$ cat config.mk
export PLATFORM = sky130hd
export DESIGN_NAME = signed_int_to_ascii_radix_core
export DESIGN_NICKNAME = d
export VERILOG_FILES = /design/src/hdl/sitoa_pkg.sv /design/src/hdl/signed_int_to_ascii_radix_core.sv
export SDC_FILE = /design/constraint.sdc
export NUM_CORES = 1
export LEC_CHECK = 0
export ABC_AREA = 1
export BUFFER_PORTS_ARGS = -buffer_cell sky130_fd_sc_hd__buf_2
export CAP_MARGIN = 20
export CORE_MARGIN = 2
export CORE_UTILIZATION = 55
export DETAILED_ROUTE_END_ITERATION = 6
export PLACE_DENSITY = 0.82
export SYNTH_ARGS = -nofsm -noshare
export SYNTH_HDL_FRONTEND = slang
export SYNTH_SLANG_ARGS = --single-unit
$ cat constraint.sdc
create_clock -name i_clk -period 3.5 [get_ports i_clk]
set_input_delay 0 -clock i_clk [delete_from_list [all_inputs] [get_ports i_clk]]
set_output_delay 0 -clock i_clk [all_outputs]
set_load 0.01 [all_outputs]
$ cat src/hdl/sitoa_pkg.sv
`timescale 1ns / 1ps
// ----------------------------------------------------------------------------
// Signed integer to ASCII conversion: shared definitions
// Constants, codes, status and state types and the digit character function.
// ----------------------------------------------------------------------------
package sitoa_pkg;

    localparam int VALUE_WIDTH_DEF = 16;
    localparam int RADIX_W         = 6;
    localparam int BUFLEN_W        = 8;
    localparam int CHAR_W          = 8;
    localparam int STATUS_W        = 2;
    localparam int CFG_INDEX_W     = 1;
    localparam int CFG_DATA_W      = 8;

    localparam logic [RADIX_W-1:0]  RADIX_RESET  = 6'd10;
    localparam logic [BUFLEN_W-1:0] BUFLEN_RESET = 8'd18;
    localparam logic [RADIX_W-1:0]  RADIX_MIN    = 6'd2;
    localparam logic [RADIX_W-1:0]  RADIX_MAX    = 6'd36;
    localparam logic [BUFLEN_W-1:0] BUFLEN_MIN   = 8'd2;
    localparam logic [CHAR_W-1:0]   MINUS_CHAR   = 8'h2D;
    localparam logic [CHAR_W-1:0]   ZERO_CHAR    = 8'h30;
    localparam logic [CHAR_W-1:0]   ALPHA_CHAR   = 8'h61;
    localparam logic [CHAR_W-1:0]   ERROR_CHAR   = 8'h00;

    localparam logic [CFG_INDEX_W-1:0] CFG_RADIX         = 1'd0;
    localparam logic [CFG_INDEX_W-1:0] CFG_BUFFER_LENGTH = 1'd1;

    typedef enum logic [STATUS_W-1:0] {
        ST_OK        = 2'd0,
        ST_SHORT_BUF = 2'd1,
        ST_BAD_RADIX = 2'd2,
        ST_TOO_LONG  = 2'd3
    } t_status;

    typedef enum logic [2:0] {
        S_IDLE,
        S_DIVIDE,
        S_CHECK,
        S_SIGN,
        S_DIGIT,
        S_ERROR
    } t_state;

    function automatic logic [CHAR_W-1:0] digit_char(input logic [RADIX_W-1:0] d);
        logic [CHAR_W-1:0] c;
        if (d < 6'd10) begin
            c = ZERO_CHAR + {2'b00, d};
        end else if (d < RADIX_MAX) begin
            c = ALPHA_CHAR + {2'b00, d} - 8'd10;
        end else begin
            c = ZERO_CHAR;
        end
        return c;
    endfunction

endpackage

$ cat src/hdl/signed_int_to_ascii_radix_core.sv
`timescale 1ns / 1ps
// ----------------------------------------------------------------------------
// Signed integer to ASCII text in radix 2 to 36
// Bit-serial restoring division extracts the digits, which are then sent
// most significant first as one character per result.
// ----------------------------------------------------------------------------
//  Channel   Direction  Handshake                  Payload
//  input     in         i_in_valid / o_in_stall    i_signed_value
//  output    out        o_out_valid / i_out_stall  o_character, o_last, o_status
//  config    in         i_cfg_valid / o_cfg_ready  i_cfg_index, i_cfg_data
//
//  The digits come from the one-bit-per-cycle divider. A short buffer or a bad
//  radix is reported without any division, and text that is too long once the
//  digit limit or the buffer length is exceeded.
//  Reset loads radix 10 and buffer length 18 and clears all control state.
//  The input is stalled while an item is in work; a stalled output holds its
//  request, and the converter waits for the output register to free up.
// ----------------------------------------------------------------------------
module signed_int_to_ascii_radix_core #(
    parameter int VALUE_WIDTH = sitoa_pkg::VALUE_WIDTH_DEF
) (
    input  logic                                i_clk,
    input  logic                                i_rst_n,
    input  logic                                i_in_valid,
    output logic                                o_in_stall,
    input  logic signed [VALUE_WIDTH-1:0]       i_signed_value,
    output logic                                o_out_valid,
    input  logic                                i_out_stall,
    output logic [sitoa_pkg::CHAR_W-1:0]        o_character,
    output logic                                o_last,
    output logic [sitoa_pkg::STATUS_W-1:0]      o_status,
    input  logic                                i_cfg_valid,
    output logic                                o_cfg_ready,
    input  logic [sitoa_pkg::CFG_INDEX_W-1:0]   i_cfg_index,
    input  logic [sitoa_pkg::CFG_DATA_W-1:0]    i_cfg_data
);

    localparam int MW = VALUE_WIDTH + 1;
    localparam int CW = $clog2(VALUE_WIDTH + 1);
    localparam int IW = $clog2(VALUE_WIDTH);
    localparam int TW = sitoa_pkg::BUFLEN_W + 1;
    localparam int RW = sitoa_pkg::RADIX_W;

    sitoa_pkg::t_state r_state, n_state;

    logic [RW-1:0]                   r_radix;
    logic [sitoa_pkg::BUFLEN_W-1:0]  r_buffer_length;
    logic [MW-1:0]                   r_quot;
    logic [RW-1:0]                   r_rem;
    logic [CW-1:0]                   r_bit_cnt;
    logic [CW-1:0]                   r_count;
    logic                            r_neg;
    sitoa_pkg::t_status              r_err;
    logic [RW-1:0]                   r_digits [VALUE_WIDTH];

    logic                            r_out_valid;
    logic [sitoa_pkg::CHAR_W-1:0]    r_char;
    logic                            r_last;
    sitoa_pkg::t_status              r_status;

    logic                            in_accept;
    logic                            out_free;
    logic [RW:0]                     trial;
    logic                            trial_ge;
    logic [RW-1:0]                   step_rem;
    logic [MW-1:0]                   step_quot;
    logic                            bit_done;
    logic                            quot_zero;
    logic                            count_full;
    logic [TW-1:0]                   total_plus;
    logic                            fits;
    logic [CW-1:0]                   rd_ptr;
    logic [RW-1:0]                   rd_digit;
    logic                            short_buf;
    logic                            bad_radix;
    logic [MW-1:0]                   in_mag;

    logic                            out_load;
    logic [sitoa_pkg::CHAR_W-1:0]    out_char;
    logic                            out_last;
    sitoa_pkg::t_status              out_status;

    assign o_cfg_ready = 1'b1;
    assign o_in_stall  = (r_state != sitoa_pkg::S_IDLE);
    assign in_accept   = i_in_valid && !o_in_stall;
    assign out_free    = !r_out_valid || !i_out_stall;

    assign short_buf = (r_buffer_length < sitoa_pkg::BUFLEN_MIN);
    assign bad_radix = (r_radix < sitoa_pkg::RADIX_MIN) || (r_radix > sitoa_pkg::RADIX_MAX);
    assign in_mag    = i_signed_value[VALUE_WIDTH-1]
                     ? -{i_signed_value[VALUE_WIDTH-1], i_signed_value}
                     : {1'b0, i_signed_value};

    assign trial      = {r_rem, r_quot[MW-1]};
    assign trial_ge   = (trial >= {1'b0, r_radix});
    assign step_rem   = trial_ge ? RW'(trial - {1'b0, r_radix}) : trial[RW-1:0];
    assign step_quot  = {r_quot[MW-2:0], trial_ge};
    assign bit_done   = (r_bit_cnt == CW'(VALUE_WIDTH));
    assign quot_zero  = (step_quot == '0);
    assign count_full = (r_count == CW'(VALUE_WIDTH - 1));

    assign total_plus = TW'(r_count) + TW'(r_neg) + TW'(1);
    assign fits       = (total_plus <= {1'b0, r_buffer_length});

    assign rd_ptr   = r_count - CW'(1);
    assign rd_digit = r_digits[rd_ptr[IW-1:0]];

    always_comb begin
        n_state = r_state;
        case (r_state)
            sitoa_pkg::S_IDLE: begin
                if (in_accept) begin
                    n_state = (short_buf || bad_radix) ? sitoa_pkg::S_ERROR
                                                       : sitoa_pkg::S_DIVIDE;
                end
            end
            sitoa_pkg::S_DIVIDE: begin
                if (bit_done) begin
                    if (quot_zero) begin
                        n_state = sitoa_pkg::S_CHECK;
                    end else if (count_full) begin
                        n_state = sitoa_pkg::S_ERROR;
                    end
                end
            end
            sitoa_pkg::S_CHECK: begin
                if (!fits) begin
                    n_state = sitoa_pkg::S_ERROR;
                end else if (r_neg) begin
                    n_state = sitoa_pkg::S_SIGN;
                end else begin
                    n_state = sitoa_pkg::S_DIGIT;
                end
            end
            sitoa_pkg::S_SIGN: begin
                if (out_free) begin
                    n_state = sitoa_pkg::S_DIGIT;
                end
            end
            sitoa_pkg::S_DIGIT: begin
                if (out_free && (r_count == CW'(1))) begin
                    n_state = sitoa_pkg::S_IDLE;
                end
            end
            sitoa_pkg::S_ERROR: begin
                if (out_free) begin
                    n_state = sitoa_pkg::S_IDLE;
                end
            end
            default: begin
                n_state = sitoa_pkg::S_IDLE;
            end
        endcase
    end

    always_comb begin
        out_load   = 1'b0;
        out_char   = sitoa_pkg::ERROR_CHAR;
        out_last   = 1'b1;
        out_status = r_err;
        case (r_state)
            sitoa_pkg::S_SIGN: begin
                out_load   = out_free;
                out_char   = sitoa_pkg::MINUS_CHAR;
                out_last   = 1'b0;
                out_status = sitoa_pkg::ST_OK;
            end
            sitoa_pkg::S_DIGIT: begin
                out_load   = out_free;
                out_char   = sitoa_pkg::digit_char(rd_digit);
                out_last   = (r_count == CW'(1));
                out_status = sitoa_pkg::ST_OK;
            end
            sitoa_pkg::S_ERROR: begin
                out_load = out_free;
            end
            default: begin
                out_load = 1'b0;
            end
        endcase
    end

    always_ff @(posedge i_clk) begin
        if (!i_rst_n) begin
            r_state         <= sitoa_pkg::S_IDLE;
            r_radix         <= sitoa_pkg::RADIX_RESET;
            r_buffer_length <= sitoa_pkg::BUFLEN_RESET;
            r_out_valid     <= 1'b0;
            r_bit_cnt       <= '0;
            r_count         <= '0;
            r_neg           <= 1'b0;
            r_err           <= sitoa_pkg::ST_OK;
        end else begin
            r_state <= n_state;

            if (i_cfg_valid && o_cfg_ready) begin
                case (i_cfg_index)
                    sitoa_pkg::CFG_RADIX: begin
                        r_radix <= i_cfg_data[RW-1:0];
                    end
                    sitoa_pkg::CFG_BUFFER_LENGTH: begin
                        r_buffer_length <= i_cfg_data;
                    end
                    default: begin
                        r_radix <= r_radix;
                    end
                endcase
            end

            if (out_load) begin
                r_out_valid <= 1'b1;
            end else if (!i_out_stall) begin
                r_out_valid <= 1'b0;
            end

            case (r_state)
                sitoa_pkg::S_IDLE: begin
                    r_bit_cnt <= '0;
                    r_count   <= '0;
                    r_neg     <= i_signed_value[VALUE_WIDTH-1];
                    r_err     <= short_buf ? sitoa_pkg::ST_SHORT_BUF
                                           : sitoa_pkg::ST_BAD_RADIX;
                end
                sitoa_pkg::S_DIVIDE: begin
                    if (bit_done) begin
                        r_bit_cnt <= '0;
                        r_count   <= r_count + CW'(1);
                        r_err     <= sitoa_pkg::ST_TOO_LONG;
                    end else begin
                        r_bit_cnt <= r_bit_cnt + CW'(1);
                    end
                end
                sitoa_pkg::S_CHECK: begin
                    r_err <= sitoa_pkg::ST_TOO_LONG;
                end
                sitoa_pkg::S_DIGIT: begin
                    if (out_free) begin
                        r_count <= r_count - CW'(1);
                    end
                end
                default: begin
                    r_count <= r_count;
                end
            endcase
        end
    end

    always_ff @(posedge i_clk) begin
        if (r_state == sitoa_pkg::S_IDLE) begin
            r_quot <= in_mag;
            r_rem  <= '0;
        end else if (r_state == sitoa_pkg::S_DIVIDE) begin
            r_quot <= step_quot;
            r_rem  <= bit_done ? '0 : step_rem;
            if (bit_done) begin
                r_digits[r_count[IW-1:0]] <= step_rem;
            end
        end
        if (out_load) begin
            r_char   <= out_char;
            r_last   <= out_last;
            r_status <= out_status;
        end
    end

    assign o_out_valid = r_out_valid;
    assign o_character = r_char;
    assign o_last      = r_last;
    assign o_status    = r_status;

endmodule

---- After elaboration in Yosys (flattened, before gate mapping) ----
Memories as Yosys holds them, arrays and structs flattened.
Index checks and enable logic that the tools add are counted.
Widths: inputs -> output; s select.
word-level totals
  input bits .............................. 30
  memories ................................ 1
  flip-flop bits (word level) ............. 65
  logic and storage cells ................. 104
  RAM bits ................................ 96
  output and inout bits ................... 14
memory list
  name      words  width  read ports  clocked after Yosys merged registers in  write ports  line                                  RTL
  r_digits  16     6      1           0                                        1            signed_int_to_ascii_radix_core.sv:54  logic [RW-1:0] r_digits [VALUE_WIDTH];
operators by class
  bitwise logic cells ..................... 1
  magnitude comparators ................... 7
  eq/ne operators ......................... 16
  mux-type cells .......................... 35
  add/sub/neg operators ................... 10
  reduce and logical (&&, ||, !) cells .... 21
operators by type and width
  cell                 number
  $mux 17              3
  $mux 3               10
  $pmux 3 s6           1
  $logic_not 17->1     1
  $neg 17->17          1
  $mux 8               2
  $pmux 8 s2           1
  $mux 5               3
  $pmux 5 s3           1
  $mux 6               2
  $ne 2x2->1 const B   6
  $add 5x1->5 const B  2
  $pmux 5 s2           1
  $reduce_bool 3->1    3
  $add 7x6->8 const A  1
  $le 7x8->1           1
  $lt 8x2->1 const B   1
  $sub 8x4->8 const B  1
  $add 6x1->7 const B  1
  $add 6x6->7 const A  1
  $ge 7x6->1           1
  $mux 1               7
  $add 5x1->6          1
  $eq 3x2->1 const B   2
  27 further kinds     36

---- Depth between registers and ports, before layout ----
An unclocked memory read counts as a cell.
  depth after elaboration ................. 7
  depth in mapped cells ................... 21
  depth with buffers taken out ............ 17

---- Worst setup path after synthesis ----
No wires, ideal clock.
  path kind ............................... register -> register
  start point ............................. reg r_count[0]
  end point ............................... reg r_char (netlist bit o_character[5]) (data pin)
  buffers on the path ..................... 4
  data arrival time ....................... 2.773 ns
  setup time .............................. 0.253 ns
  required time ........................... 3.247 ns
  stages on the path, launching flop included .. 21
  path slack .............................. 0.474 ns
  period minus slack after synthesis ...... 3.026 ns
  cell sequence ........................... dfxtp_1 > buf_6 > inv_6 > buf_2 > buf_2 > ha_1 > clkbuf_1 > nor2_1 > o21ai_1 > o211ai_1 > nand3_1 > nand2_1 > inv_1 > ha_1 > nand2_4 > nor2_4 > nor2_8 > nor2_1 > nand3_1 > nand2_1 > nand2_1
on the way
  longest elaborated chain between the ends .. 7
  elaborated cells between the ends (all ways) .. 10
  classes of those cells .................. add/sub (4); order compare (2); mux (3); memory (1)
RTL lines
  item                         line                                   RTL
  start: declaration           signed_int_to_ascii_radix_core.sv:51   logic [CW-1:0] r_count;
  start signal: assignment     signed_int_to_ascii_radix_core.sv:227  r_count <= r_count + CW'(1);
  start signal: assignment     signed_int_to_ascii_radix_core.sv:238  r_count <= r_count - CW'(1);
  start signal: assignment     signed_int_to_ascii_radix_core.sv:242  r_count <= r_count;
  $sub 5x1->5 *                n/a
  $mem_v2 16x6 *               n/a
  $add 7x6->8                  sitoa_pkg.sv:50                        c = ALPHA_CHAR + {2'b00, d} - 8'd10;
  $sub 8x4->8                  sitoa_pkg.sv:50
  $mux 8                       sitoa_pkg.sv:49                        end else if (d < RADIX_MAX) begin
  $mux 8 *                     sitoa_pkg.sv:47                        if (d < 6'd10) begin
  $pmux 8 s2 *                 signed_int_to_ascii_radix_core.sv:161  case (r_state)
  named net out_char, one bit  signed_int_to_ascii_radix_core.sv:79   logic [sitoa_pkg::CHAR_W-1:0] out_char;
  end signal: assignment       signed_int_to_ascii_radix_core.sv:260  r_char <= out_char;
  end: declaration             signed_int_to_ascii_radix_core.sv:57   logic [sitoa_pkg::CHAR_W-1:0] r_char;
Mark *: on every way through the listed nets, which the timed path passes. The rest lies on a longest branch.
A chain may end at the register's enable or synchronous reset.

---- Worst setup path after layout ----
  start point ............................. reg r_count[1]
  end point ............................... reg r_char (netlist bit o_character[5]) (data pin)
The elaborated chain is that of the path after synthesis.

==> metrics <==
CP endpoint kind flip-flop; first-pass GRT wire length 30,150 um; critical path class reg2reg; syn_nets 941; Leak just under 4 nW; HP Start i_signed_value[13]; fillers between 1,000 and 1,500; Clk Latency, worst-skew pair ~0.43 ns; Design Power between 9 and 10 mW; maximum buffer depth of the clock tree 2; reg-to-reg slack, setup 0.35 ns; worst hold stages 3; Final period util 90.03%; EDFF count, synth roughly 120; antenna cells 0; Avg Inst Size Synth 9.330 sq um; routability cong. ~0.87; Final Slew Violations 0; Yosys warning count 0; Post-Synth XOR/XNOR Area 2.630%; pin slew with the least headroom to its limit 0.8804 ns; Netlist cell types 50; adder-cell share of the synthesized area 4.501%; TritonCTS clock tree yes; vias per inst between 5 and 6; Tmin final ~3.2 ns; CTS root buffer clkbuf_16; Syn Inst Count 882; number of global-route vias before repair 6,371; Reg2Reg Depth 17; Post-CTS Resized 0; largest family of logic cells by synthesized area simple AND/OR/NAND/NOR gates; commonest non-fill, non-tap cell in the layout nand2_1; DR WL/cell 15.78 um; layout cells sized above 1 between 10% and 20%; Core Region ~15,000 sq um; post-synthesis mux area share 0%; CTS sink cnt 161; Num CTS Buffers 17; final HPWL from detailed placement 11,680 um; most frequent cells in the layout 184 x nand2_1, 124 x edfxtp_1, 105 x inv_1, 100 x nor2_1, 71 x o21ai_0; Place WS 0.4173 ns; die area ~16,000 sq um; count of final hold-check violations 0; die width 126.3 um; worst reg2reg endpoint o_character[5]; final worst-path setup slack 0.3491 ns; arrival time worst endpoint around 3.3 ns; Max Freq 317.4 MHz; # rows 44; # port buffers 42; power density cells about 1000 nW/um^2; vias approximately 6,400; Max transition margin 41.09%; leading area contributor after synthesis edfxtp_1; top-area cell type share of the netlist area 45.25%; setup_tns 0 ns; primary flip-flop cell chosen by synthesis mapping edfxtp_1; placed cell count around 1,100; Final nets between 1,000 and 1,500; final cell count without fillers 1,154; WL final 18,210 um; GRT Util Overall 23.73%; RSZ-0062 raised after global routing false; clock-pin transition on the worst setup and hold timing paths 0.06 ns; hold worst-path end r_quot[13]; synthesis-stage register bit count roughly 160; RR Startpoint r_count[1]; Netlist Area Pre-Place a little over 8000 sq um; Post-DP Area around 8600 sq um; Max FO, Critical Path 30; Req. time, crit path 3.68 ns; I/O Pins 44; synth top area cells edfxtp_1 45%, dfxtp_1 9.0%, nand2_1 8.4%, inv_1 4.8%, nor2_1 4.6%; max_cap viols 0; Starting Density a little under three fifths; drt first-iter violations 461; setup violators final 0; compound-cell area share of the yosys netlist 9.929%; Hold Slack 0.02045 ns; Design Area, Final 9484 sq um; Hold Path Class in2reg; Seq/Total Area, Yosys a little over half; Post-Route Utilization around two thirds; status finished clean; VDD IR max between 0.6 and 0.7 mV; Worst setup SP type flip-flop; Post-synth ARST share 0%; clock skew 0.01095 ns; Antenna Nets Post-Route 0; # H-tree levels 4; largest net degree at the start of global routing 53; Syn-to-layout area delta 15.25%; die height 126.3 um; GRT overflow 0; simple-gate portion of the synthesized area a little over a fifth; DRC Markers 0; initial antenna violation count 0; drt pass-1 iters 5
==> Yosys cell counts (2+ instances only) <==
| cell type | instances |
|---|---|
| o31ai_1 | 4 |
| nor4_1 | 4 |
| clkbuf_8 | 2 |
| o22ai_1 | 2 |
| or2_2 | 3 |
| clkbuf_1 | 10 |
| o221ai_1 | 3 |
| o211ai_1 | 9 |
| nor2_8 | 2 |
| a21oi_1 | 30 |
| buf_6 | 6 |
| xnor2_1 | 5 |
| nand2_1 | 184 |
| edfxtp_1 | 124 |
| o21ai_0 | 74 |
| o21bai_1 | 2 |
| buf_2 | 11 |
| o21ai_1 | 4 |
| nor3_2 | 2 |
| buf_4 | 2 |
| a31oi_1 | 2 |
| nand2_4 | 7 |
| a211oi_1 | 4 |
| a22o_1 | 2 |
| nand3_1 | 54 |
| inv_1 | 105 |
| dfxtp_1 | 37 |
| nand2_2 | 3 |
| nand3_2 | 10 |
| nor2_1 | 100 |
| nand4_1 | 6 |
| nor3_1 | 9 |
| ha_1 | 28 |
| xor2_1 | 16 |
==> cell families (layout without fill, tap and decap cells) <==
logic type / after synthesis / in the layout
simple gates: 387 / 387
flops: 161 / 161
compound gates: 142 / 142
buf+inv: 139 / 227
fa+ha+maj: 29 / 29
xor+xnor: 23 / 23
other cells: 1 / 1
==> area by class of cell <==
type	instances	area (sq um)	share of cell area, %
clock inverters	11	162.7	1.715
flip-flops and latches	161	4466	47.08
well taps	184	230.2	2.427
multi-input cells	582	3152	33.23
inverters	108	410.4	4.327
clock buffers	21	440.4	4.644
repair buffers	87	623.1	6.570
==> power breakdown <==
part	switching [mW]	internal (mW)	total, mW
sequential	0.160	2.43	2.59
clock	0.720	1.19	1.91
combinational	3.51	1.74	5.25
total	4.39	5.36	9.75
==> worst max-delay path by stage <==
stage / startpoint / to / slack (ns)
after global routing: r_count[1] / o_character[4] / 0.03
after floorplan: r_count[0] / o_character[5] / 0.47
after detailed placement: r_count[1] / o_character[0] / 0.42
after CTS: r_count[1] / o_character[5] / 0.41
after global placement: r_count[1] / o_character[4] / 0.57
final: r_count[1] / o_character[5] / 0.35
==> registers in the layout (all words and copies together), names as in the netlist <==
register	cells
o_out_valid	1
o_last	1
r_bit_cnt	5
r_radix	6
r_err	2
r_neg	1
r_digits	96
r_quot	17
r_rem	6
o_character	8
r_count	5
o_status	2
r_buffer_length	8
r_state	3
==> critical path: stages, from the launching register on <==
cell and delay (ns):
dfxtp_1 0.42, inv_1 0.17, ha_1 0.33, buf_4 0.30
nor2_1 0.11, o21ai_1 0.13, o211ai_1 0.13, nand3_1 0.12
nand2_1 0.12, inv_1 0.20, ha_1 0.23, nand2_4 0.08
nor2_4 0.16, nor2_8 0.05, nor2_1 0.14, nand3_1 0.09
nand2_1 0.06, nand2_1 0.04
==> repair_timing <==
action	in CTS	in global routing
hold endpoints to repair	29	0
buffers inserted	0	0
setup endpoints to repair	0	0
hold buffers	30	0
==> metal layers <==
| metal | share of wire (%) | GRT usage (%) | up-vias |
|---|---|---|---|
| li1 | - | - | 3107 |
| met1 | 41 | 28.65 | 3007 |
| met2 | 51 | 41.24 | 272 |
| met3 | 5.7 | 4.639 | 31 |
| met4 | 2.2 | 10.86 | 0 |
| met5 | 0 | 0 | - |
Power figures use the tool's default switching activity.
